## config.mk

```make
export PLATFORM = sky130hd
export DESIGN_NAME = hamming_sec_codec_top
export DESIGN_NICKNAME = d
export VERILOG_FILES = /design/src/rtl/hsc_pkg.sv /design/src/rtl/hsc_core.sv /design/src/rtl/hamming_sec_codec_top.sv
export SDC_FILE = /design/constraint.sdc
export NUM_CORES = 1
export LEC_CHECK = 0
export BUFFER_PORTS_ARGS = -buffer_cell sky130_fd_sc_hd__buf_2
export CELL_PAD_IN_SITES_DETAIL_PLACEMENT = 2
export CELL_PAD_IN_SITES_GLOBAL_PLACEMENT = 2
export CORE_ASPECT_RATIO = 1.1
export CORE_MARGIN = 2
export CORE_UTILIZATION = 35
export CTS_CLUSTER_DIAMETER = 40
export DETAILED_ROUTE_END_ITERATION = 10
export PLACE_DENSITY = 0.77
export SLEW_MARGIN = 30
export SYNTH_ARGS = -nofsm -noshare
export SYNTH_HDL_FRONTEND = slang
export SYNTH_SLANG_ARGS = --single-unit
```

## constraint.sdc

```tcl
create_clock -name clk_i -period 69.1 [get_ports clk_i]
set_clock_uncertainty 0.05 [all_clocks]
set_input_delay 6.91 -clock clk_i [delete_from_list [all_inputs] [get_ports clk_i]]
set_output_delay 6.91 -clock clk_i [all_outputs]
set_load 0.05 [all_outputs]
```

## src/rtl/hsc_pkg.sv

```systemverilog
`timescale 1ns / 1ps
// Package for the Hamming SEC codec: widths, register indexes, result struct
// and the bit placement helpers. No dependencies.
package hsc_pkg;

  localparam int DW_W        = 57;   // max message bits
  localparam int CW_W        = 63;   // max codeword positions
  localparam int SYN_W       = 6;
  localparam int CNT_W       = 3;
  localparam int LEN_W       = 6;
  localparam int IN_TDATA_W  = 120;
  localparam int RES_W       = CW_W + DW_W + SYN_W + 2 + CNT_W;
  localparam int OUT_TDATA_W = ((RES_W + 7) / 8) * 8;

  localparam int CFG_ADDR_W = 1;
  localparam int CFG_DATA_W = 6;
  localparam logic [CFG_ADDR_W-1:0] CFG_DATA_LEN   = 1'b0;
  localparam logic [CFG_ADDR_W-1:0] CFG_ODD_PARITY = 1'b1;

  localparam logic [LEN_W-1:0] DATA_LEN_RST = 6'd4;
  localparam logic [LEN_W-1:0] DATA_LEN_MAX = LEN_W'(DW_W);

  typedef enum logic {
    REQ_ENCODE = 1'b0,
    REQ_DECODE = 1'b1
  } req_type_e;

  typedef struct packed {
    logic [CNT_W-1:0] check_count;
    logic             beyond_length;
    logic             error_seen;
    logic [SYN_W-1:0] syndrome;
    logic [DW_W-1:0]  data_out;
    logic [CW_W-1:0]  code_out;
  } hsc_result_t;

  // Message bit k goes to the k-th position that is not a power of two.
  function automatic logic [CW_W-1:0] scatter_data(input logic [DW_W-1:0] d);
    logic [CW_W-1:0] cw;
    logic [5:0]      k;
    cw = '0;
    k  = '0;
    for (int p = 1; p <= CW_W; p++) begin
      if ((p & (p - 1)) != 0) begin
        cw[p-1] = d[k];
        k       = k + 6'd1;
      end
    end
    return cw;
  endfunction

  function automatic logic [DW_W-1:0] gather_data(input logic [CW_W-1:0] cw);
    logic [DW_W-1:0] d;
    logic [5:0]      k;
    d = '0;
    k = '0;
    for (int p = 1; p <= CW_W; p++) begin
      if ((p & (p - 1)) != 0) begin
        d[k] = cw[p-1];
        k    = k + 6'd1;
      end
    end
    return d;
  endfunction

  // Positions whose index has bit i set.
  function automatic logic [CW_W-1:0] cover_mask(input int i);
    logic [CW_W-1:0] m;
    m = '0;
    for (int p = 1; p <= CW_W; p++) begin
      m[p-1] = ((p >> i) & 1) != 0;
    end
    return m;
  endfunction

  // Smallest r with n + r + 1 <= 2^r.
  function automatic logic [CNT_W-1:0] check_bits(input logic [LEN_W-1:0] n);
    logic [CNT_W-1:0] r;
    r = 3'd1;
    for (int j = 0; j < SYN_W; j++) begin
      if (r < 3'd6 && ({2'b0, n} + {5'b0, r} + 8'd1) > (8'd1 << r)) begin
        r = r + 3'd1;
      end
    end
    return r;
  endfunction

endpackage

```

## src/rtl/hsc_core.sv

```systemverilog
`timescale 1ns / 1ps
// Combinational encode / decode-and-correct of one word.
// Depends on hsc_pkg.
module hsc_core (
  input  logic                       req_type_i,
  input  logic [hsc_pkg::DW_W-1:0]   data_word_i,
  input  logic [hsc_pkg::CW_W-1:0]   code_word_i,
  input  logic [hsc_pkg::LEN_W-1:0]  data_len_i,
  input  logic                       odd_parity_i,
  output hsc_pkg::hsc_result_t       result_o
);
  import hsc_pkg::*;

  logic [LEN_W-1:0] n_eff;
  logic [CNT_W-1:0] r;
  logic [LEN_W-1:0] len;
  logic [CW_W-1:0]  lmask;
  logic [CW_W-1:0]  enc_base;
  logic [CW_W-1:0]  cw_enc;
  logic [CW_W-1:0]  cw_rx;
  logic [CW_W-1:0]  cw_dec;
  logic [CW_W-1:0]  cw_out;
  logic [SYN_W-1:0] syn;
  logic             beyond;

  always_comb begin
    if (data_len_i == '0) begin
      n_eff = 6'd1;
    end else if (data_len_i > DATA_LEN_MAX) begin
      n_eff = DATA_LEN_MAX;
    end else begin
      n_eff = data_len_i;
    end
    r     = check_bits(n_eff);
    len   = n_eff + {3'b0, r};
    lmask = ~({CW_W{1'b1}} << len);
  end

  // encode
  always_comb begin
    enc_base = scatter_data(data_word_i) & lmask;
    cw_enc   = enc_base;
    for (int i = 0; i < SYN_W; i++) begin
      if (3'(i) < r) begin
        cw_enc[(1 << i) - 1] = odd_parity_i ^ (^(enc_base & cover_mask(i)));
      end
    end
  end

  // decode
  always_comb begin
    cw_rx = code_word_i & lmask;
    for (int i = 0; i < SYN_W; i++) begin
      syn[i] = (3'(i) < r) & (odd_parity_i ^ (^(cw_rx & cover_mask(i))));
    end
    beyond = 1'b0;
    cw_dec = cw_rx;
    if (syn != '0) begin
      if (syn <= len) begin
        cw_dec = cw_rx ^ ({{(CW_W-1){1'b0}}, 1'b1} << (syn - 6'd1));
      end else begin
        beyond = 1'b1;
      end
    end
  end

  always_comb begin
    if (req_type_e'(req_type_i) == REQ_DECODE) begin
      cw_out                 = cw_dec;
      result_o.syndrome      = syn;
      result_o.error_seen    = syn != '0;
      result_o.beyond_length = beyond;
    end else begin
      cw_out                 = cw_enc;
      result_o.syndrome      = '0;
      result_o.error_seen    = 1'b0;
      result_o.beyond_length = 1'b0;
    end
    result_o.code_out    = cw_out;
    result_o.data_out    = gather_data(cw_out);
    result_o.check_count = r;
  end

endmodule

```

## src/rtl/hamming_sec_codec_top.sv

```systemverilog
`timescale 1ns / 1ps
// Top level of the Hamming SEC codec: stream ports, config registers, pipeline.
// Depends on hsc_pkg and hsc_core.
//
// Single-error-correcting Hamming encoder/decoder for 1 to 57 message bits
// (data_len, values above 57 act as 57, zero acts as 1) with even or odd
// parity. Each transaction passes an input register, then a result register,
// before its result is valid on the master side; one word is taken per cycle
// while the master side does not stall. Backpressure on the master side stalls
// both stages. Change the configuration only while no transaction is in flight.
module hamming_sec_codec_top (
  input  logic                             clk_i,
  input  logic                             rst_ni,
  input  logic                             cfg_we_i,
  input  logic [hsc_pkg::CFG_ADDR_W-1:0]   cfg_addr_i,
  input  logic [hsc_pkg::CFG_DATA_W-1:0]   cfg_wdata_i,
  input  logic                             s_axis_tvalid,
  output logic                             s_axis_tready,
  // [56:0] data_word, [119:57] code_word
  input  logic [hsc_pkg::IN_TDATA_W-1:0]   s_axis_tdata,
  // [0] req_type
  input  logic                             s_axis_tuser,
  output logic                             m_axis_tvalid,
  input  logic                             m_axis_tready,
  // [62:0] code_out, [119:63] data_out, [125:120] syndrome, [126] error_seen,
  // [127] beyond_length, [130:128] check_count, [135:131] zero
  output logic [hsc_pkg::OUT_TDATA_W-1:0]  m_axis_tdata
);
  import hsc_pkg::*;

  logic [LEN_W-1:0] data_len_q;
  logic             odd_parity_q;

  logic             s1_valid_q;
  logic             req_q;
  logic [DW_W-1:0]  data_q;
  logic [CW_W-1:0]  code_q;

  logic             s2_valid_q;
  hsc_result_t      result_d;
  hsc_result_t      result_q;

  logic             s2_ready;
  logic             s1_ready;
  logic             s1_load;
  logic             s2_load;

  always_ff @(posedge clk_i or negedge rst_ni) begin
    if (!rst_ni) begin
      data_len_q   <= DATA_LEN_RST;
      odd_parity_q <= 1'b0;
    end else if (cfg_we_i) begin
      unique case (cfg_addr_i)
        CFG_DATA_LEN:   data_len_q   <= cfg_wdata_i;
        CFG_ODD_PARITY: odd_parity_q <= cfg_wdata_i[0];
        default: ;
      endcase
    end
  end

  assign s2_ready      = !s2_valid_q || m_axis_tready;
  assign s1_ready      = !s1_valid_q || s2_ready;
  assign s1_load       = s_axis_tvalid && s1_ready;
  assign s2_load       = s1_valid_q && s2_ready;
  assign s_axis_tready = s1_ready;

  always_ff @(posedge clk_i or negedge rst_ni) begin
    if (!rst_ni) begin
      s1_valid_q <= 1'b0;
      s2_valid_q <= 1'b0;
    end else begin
      if (s1_ready) begin
        s1_valid_q <= s_axis_tvalid;
      end
      if (s2_ready) begin
        s2_valid_q <= s1_valid_q;
      end
    end
  end

  always_ff @(posedge clk_i) begin
    if (s1_load) begin
      req_q  <= s_axis_tuser;
      data_q <= s_axis_tdata[DW_W-1:0];
      code_q <= s_axis_tdata[DW_W+CW_W-1:DW_W];
    end
    if (s2_load) begin
      result_q <= result_d;
    end
  end

  hsc_core u_core (
    .req_type_i   (req_q),
    .data_word_i  (data_q),
    .code_word_i  (code_q),
    .data_len_i   (data_len_q),
    .odd_parity_i (odd_parity_q),
    .result_o     (result_d)
  );

  assign m_axis_tvalid = s2_valid_q;
  assign m_axis_tdata  = {{(OUT_TDATA_W-RES_W){1'b0}}, result_q};

endmodule

```

# After elaboration in Yosys (flattened, before gate mapping)
# Index checks and enable logic that the tools add are counted.
totals:
  ff_bits: 261
  input_bits: 133
  output_inout_bits: 138
classes:
  add_sub_neg: 19
  n_lt_le_gt_ge: 19
  n_shift: 7
  n_mux: 18
  bitwise: 23
  n_reduce_logical: 28
ops:
  columns: ["operator", "count"]
  rows:
  - ["XOR reduction 63 bit", 12]
  - ["2-to-1 mux 63 bit", 3]
  - ["bitwise AND 63 bit", 2]
  - ["NOT 63 bit", 1]
  - ["left shift 1 x 6 -> 63 bit, first input constant", 1]
  - ["left shift 63 x 6 -> 63 bit, first input constant", 1]
  - ["bitwise XOR 63 bit", 1]
  - ["adder 8 x 1 -> 8 bit, second input constant", 6]
  - ["> comparator 8 bit", 5]
  - ["left shift 1 x 3 -> 8 bit, first input constant", 4]
  - ["adder 6 x 3 -> 7 bit", 4]
  - ["2-to-1 mux 3 bit", 5]
  - ["adder 3 x 1 -> 3 bit, second input constant", 4]
  - ["< comparator 3 bit, second input constant", 4]
  - ["2-to-1 mux 6 bit", 2]
  - ["bitwise XOR 1 bit", 12]
  - ["> comparator 8 x 2 -> 1 bit, second input constant", 1]
  - ["left shift 1 x 2 -> 8 bit, first input constant", 1]
  - ["adder 6 x 1 -> 7 bit, second input constant", 1]
  - ["adder 6 x 2 -> 7 bit", 1]
  - ["logical AND 1 bit", 7]
  - ["2-to-1 mux 1 bit", 7]
  - ["adder 6 x 3 -> 6 bit", 1]
  - ["bitwise AND 1 bit", 6]
  - ["other kinds (15)", 22]

# Longest topological paths before layout
depth:
  ltp_word: 45
  depth_mapped: 118
  depth_no_buf: 111

# Modules after synthesis
# From an unflattened synthesis, not the netlist that was laid out.
hier_totals:
  cells_unflattened: 1678
  hier_area_um2: 17938.5
by_module_without_submodules:
  columns: ["mod", "n_inst", "cells_per_inst", "area_each_um2", "seq_area_each_um2"]
  rows:
  - ["hsc_core", 1, 1395, 9934.5, 0.0]
  - ["hamming_sec_codec_top", 1, 283, 8003.9, 7793.7]

# Worst setup path before layout
# Ideal clock, no wire load.
synth_path:
  path_type: "reg2reg"
  startpoint: "register data_len_q[3]"
  endpoint: "register result_q, in the netlist m_axis_tdata[78] (data pin)"
  setup_ns: 0.260
  arrival_time_ns: 22.599
  t_required_ns: 68.790
  path_slack_ns: 46.191
  stages_incl_launch_ff: 112
  n_path_buf: 7
  synth_period_minus_slack_ns: 22.909
  path_cell_list: "dfrtp_1 buf_2 inv_1 buf_2 buf_1 a31oi_1 o21ai_0 ha_1 nand3_1 a2111oi_0 o21ai_0 a31oi_1 ha_1 inv_1 fa_1 inv_1 ha_1 xnor2_1 (+76 left out) xnor3_1 and2_1 buf_4 ha_1 nor2b_1 o21a_1 o21ai_0 nand2b_1 a21oi_1 nor2b_1 o22ai_1 nor2b_1 buf_2 nand4_1 mux2i_1 nand2_1 xnor2_1 mux2_2"
synth_rtl:
  columns: ["item", "line_no", "source"]
  rows:
  - ["start, declared", "hamming_sec_codec_top.sv:31", "logic [LEN_W-1:0] data_len_q;"]
  - ["start signal, assigned", "hamming_sec_codec_top.sv:54", "CFG_DATA_LEN: data_len_q <= cfg_wdata_i;"]
  - ["end signal, assigned", "hamming_sec_codec_top.sv:88", "result_q <= result_d;"]
  - ["end, declared", "hamming_sec_codec_top.sv:41", "hsc_result_t result_q;"]

==> impl_metrics.toml <==
[critical_path]
cp_max_fo = 57
worst_reg2reg_setup_slack_ps = 40130
worstPathBufferInverterCount = 11
worst-endpoint-arrival_ps = 29210
worstSetupPathType = "flop to flop"
timing.critical_path.mode_cell = "sky130_fd_sc_hd__ha_1"
cp_required_ps = 69330
critPathCaptureType = "flop"
timing.critical_path.max_delay_family = "adder cells"
timing.critical_path.slowest_cell_delay_ps = 840
critPathLaunchType = "flop"
critical_path_top_delay_cell = "sky130_fd_sc_hd__o31ai_1"

[timing]
setup_viol = 0
rsz0062_at_grt = "false"
fin_crit_ps = 28970
hold_viol_final = 0
timing_worst_slew_pin_value_ps = 1100
setup_total_negative_slack_ps = 0
timing.final.crit_share_pct = 41.9
max_freq_mhz = 34.5
maxSlewViolCount = 0
slew-limit-headroom_pct = 26.6

[layout]
antenna_cells_inserted = 0
layout_nets = 2171
layout-drive-gt1-share_pct = 22.0
final.fill_count = 5204
final-seq-area_sq_um = 6080
syn2layout_area_growth_pct = 16.8
multi_input_gate_area_sq_um = 9780

[cts]
cts_tree = "yes"
clockBufferDepth = 3
cts.root.buffer_cell = "sky130_fd_sc_hd__clkbuf_16"
cts_hold_buffers = 0
inserted_clock_buffers = 37
level_count_of_the_clock_h_tree = 2
post_cts_buffers = 0
clock_latency_ps = 580
worst_setup_hold_path_clk_slew_ps = 50
cts_num_sinks = 204
cts-resized-gates = 0

[placed_design]
io_buffer_count = 265
gp_routability_congestion = 0.983
place_hpwl_mm = 62.3

[floorplan]
area_of_the_core_sq_um = 47700
starting_utilization_of_the_core_area_pct = 35.4
dieWidth_um = 213
die_area_sq_um = 50000
floorplan.rows = 84
i_o_pin_total = 271
die_h_um = 234

[logic_synthesis]
synthFlopType = "sky130_fd_sc_hd__edfxtp_1"
yosys.cell_types.count = 114
asyncSetResetFlopFracSynth_pct = 4.41
avgSynthCellArea_sq_um = 9.65
postSynthCellCount = 1750
register_area_share_after_synthesis_pct = 36.0
synthesized_cell_area_sq_um = 16900
postSynthRegisterBits = 204
yosysMostFrequentCell = "sky130_fd_sc_hd__nand2_1"
synth_warn = 0
synth_area_leader_cell = "sky130_fd_sc_hd__edfxtp_1"
synth_common_cells = "sky130_fd_sc_hd__nand2_1 (199), sky130_fd_sc_hd__edfxtp_1 (195), sky130_fd_sc_hd__xnor2_1 (145), sky130_fd_sc_hd__o21ai_0 (96), sky130_fd_sc_hd__a21oi_1 (89)"
yosysTopAreaCellShare_pct = 34.7
post_synth_main_area_contributors = "sky130_fd_sc_hd__edfxtp_1 (35%), sky130_fd_sc_hd__xnor2_1 (7.5%), sky130_fd_sc_hd__ha_1 (6.0%)"
synth_enable_flop_cells = 195

[global_route]
grt.total_usage_pct = 31.8
first_global_vias = 16344
grt_antenna_before_repair = 0
grt_pass1_wl_mm = 114
largest_net_degree_at_the_start_of_global_routing = 78
globalRoute.totalOverflow = 0

[hold_path]
worst_hold_class = "flop to flop"

[routing]
dr.pass1.iters = 5
dr.first_iter.drc_count = 1562
detail_route.vias_per_cell = 5.92
detail-route-antenna-nets = 0
drt_wl_total_mm = 79.7
vias = 15535
route.detailed.wl_per_inst_um = 30.4
route.detailed.drc = 0

[status]
outcome = "finished clean"

[flow_run]
drv_cap = 0
-- worst paths after layout --
kind,from,end,depth (start not counted)
min in group asynchronous,rst_ni,s1_valid_q,1
hold reg to reg,s1_valid_q,m_axis_tvalid,1
setup reg to reg,data_len_q[3],m_axis_tdata[92],108
hold / removal,s1_valid_q,m_axis_tvalid,1
max in group asynchronous,rst_ni,data_len_q[2],1
setup / recovery,data_len_q[3],m_axis_tdata[92],108
-- metrics by stage --
stage,utilization [%],hold slack [ps],instance area [sq um],instances,setup slack (ps)
floorplan,-,399,16900,1757,46190
global placement,38.6,418,18400,2556,41350
detailed placement,38.6,429,18400,2556,40660
CTS,41.3,456,19700,2622,40350
global route,41.3,494,19700,2622,38170
finish,41.3,458,19700,2622,40130
-- state kept, by name, indices dropped and copies added (netlist names) --
signal / flops
req_q: 1
code_q: 63
odd_parity_q: 1
data_q: 57
data_len_q: 6
m_axis_tvalid: 1
s1_valid_q: 1
m_axis_tdata: 74
-- per-layer routing --
layer  track usage, %  share of wire (%)  routed length (um)  up-vias
met1             40.3                 40               32200     7866
met3             5.21                7.2                5770      200
li1                 -                  -                   -     6712
met4             16.4                5.5                4390        0
met2             52.2                 47               37400      757
met5                0                  0                   0        -
-- worst reg2reg max path: cells and delay by family, from the launching register on --
family / cells / cell delay, ps
adders and majority gates: 24 / 8780
xor gates and xnor gates: 13 / 3680
DFF: 1 / 340
and+or+nand+nor: 29 / 5620
buffers and inverters: 11 / 2500
AOI/OAI and AO/OA: 30 / 7130
muxes: 1 / 630
-- cells by family (layout without fill, tap and decap cells) --
family          after synthesis  in the layout  synth area share (%)
fa+ha+maj                    92             92                  7.07
compound gates              456            456                  18.1
flops                       204            204                  36.0
buf+inv                     198            418                  6.33
xor+xnor                    236            236                  14.6
simple gates                538            538                  16.3
other cells                   1              8                0.0222
mux                          25             25                  1.56
-- area by class of cell --
class / instances / share of cell area, %
clock buffers: 40 / 4.86
clock inverters: 26 / 1.72
inverters: 61 / 1.16
multi-input cells: 1355 / 49.6
flip-flops and latches: 204 / 30.8
well taps: 645 / 4.09
repair buffers: 291 / 7.73
-- placed cells by master, fill, tap and decap left out, types with 8 or more instances in the layout --
cell type	Yosys	final
sky130_fd_sc_hd__a211oi_1	18	18
sky130_fd_sc_hd__a21o_1	23	23
sky130_fd_sc_hd__a21oi_1	89	89
sky130_fd_sc_hd__a31oi_1	31	31
sky130_fd_sc_hd__and2_1	20	18
sky130_fd_sc_hd__and3_1	21	21
sky130_fd_sc_hd__buf_2	24	265
sky130_fd_sc_hd__buf_4	73	25
sky130_fd_sc_hd__clkbuf_16	0	38
sky130_fd_sc_hd__conb_1	1	8
sky130_fd_sc_hd__edfxtp_1	195	195
sky130_fd_sc_hd__ha_1	81	81
sky130_fd_sc_hd__inv_1	54	54
sky130_fd_sc_hd__mux2i_1	17	17
sky130_fd_sc_hd__nand2_1	199	199
sky130_fd_sc_hd__nand2b_1	19	19
sky130_fd_sc_hd__nand3_1	52	52
sky130_fd_sc_hd__nand3b_1	11	11
sky130_fd_sc_hd__nand4_1	19	19
sky130_fd_sc_hd__nor2_1	76	76
sky130_fd_sc_hd__nor2_2	8	8
sky130_fd_sc_hd__nor2b_1	41	41
sky130_fd_sc_hd__nor3_1	18	18
sky130_fd_sc_hd__o211ai_1	23	23
sky130_fd_sc_hd__o21a_1	12	12
sky130_fd_sc_hd__o21ai_0	96	94
sky130_fd_sc_hd__o21ai_1	25	26
sky130_fd_sc_hd__o22ai_1	17	17
sky130_fd_sc_hd__o31ai_1	22	22
sky130_fd_sc_hd__xnor2_1	145	145
sky130_fd_sc_hd__xnor3_1	16	16
sky130_fd_sc_hd__xor2_1	61	61
Power is not shown: default switching activity piles up to over one toggle a cycle in this logic, so the estimate is an artifact.
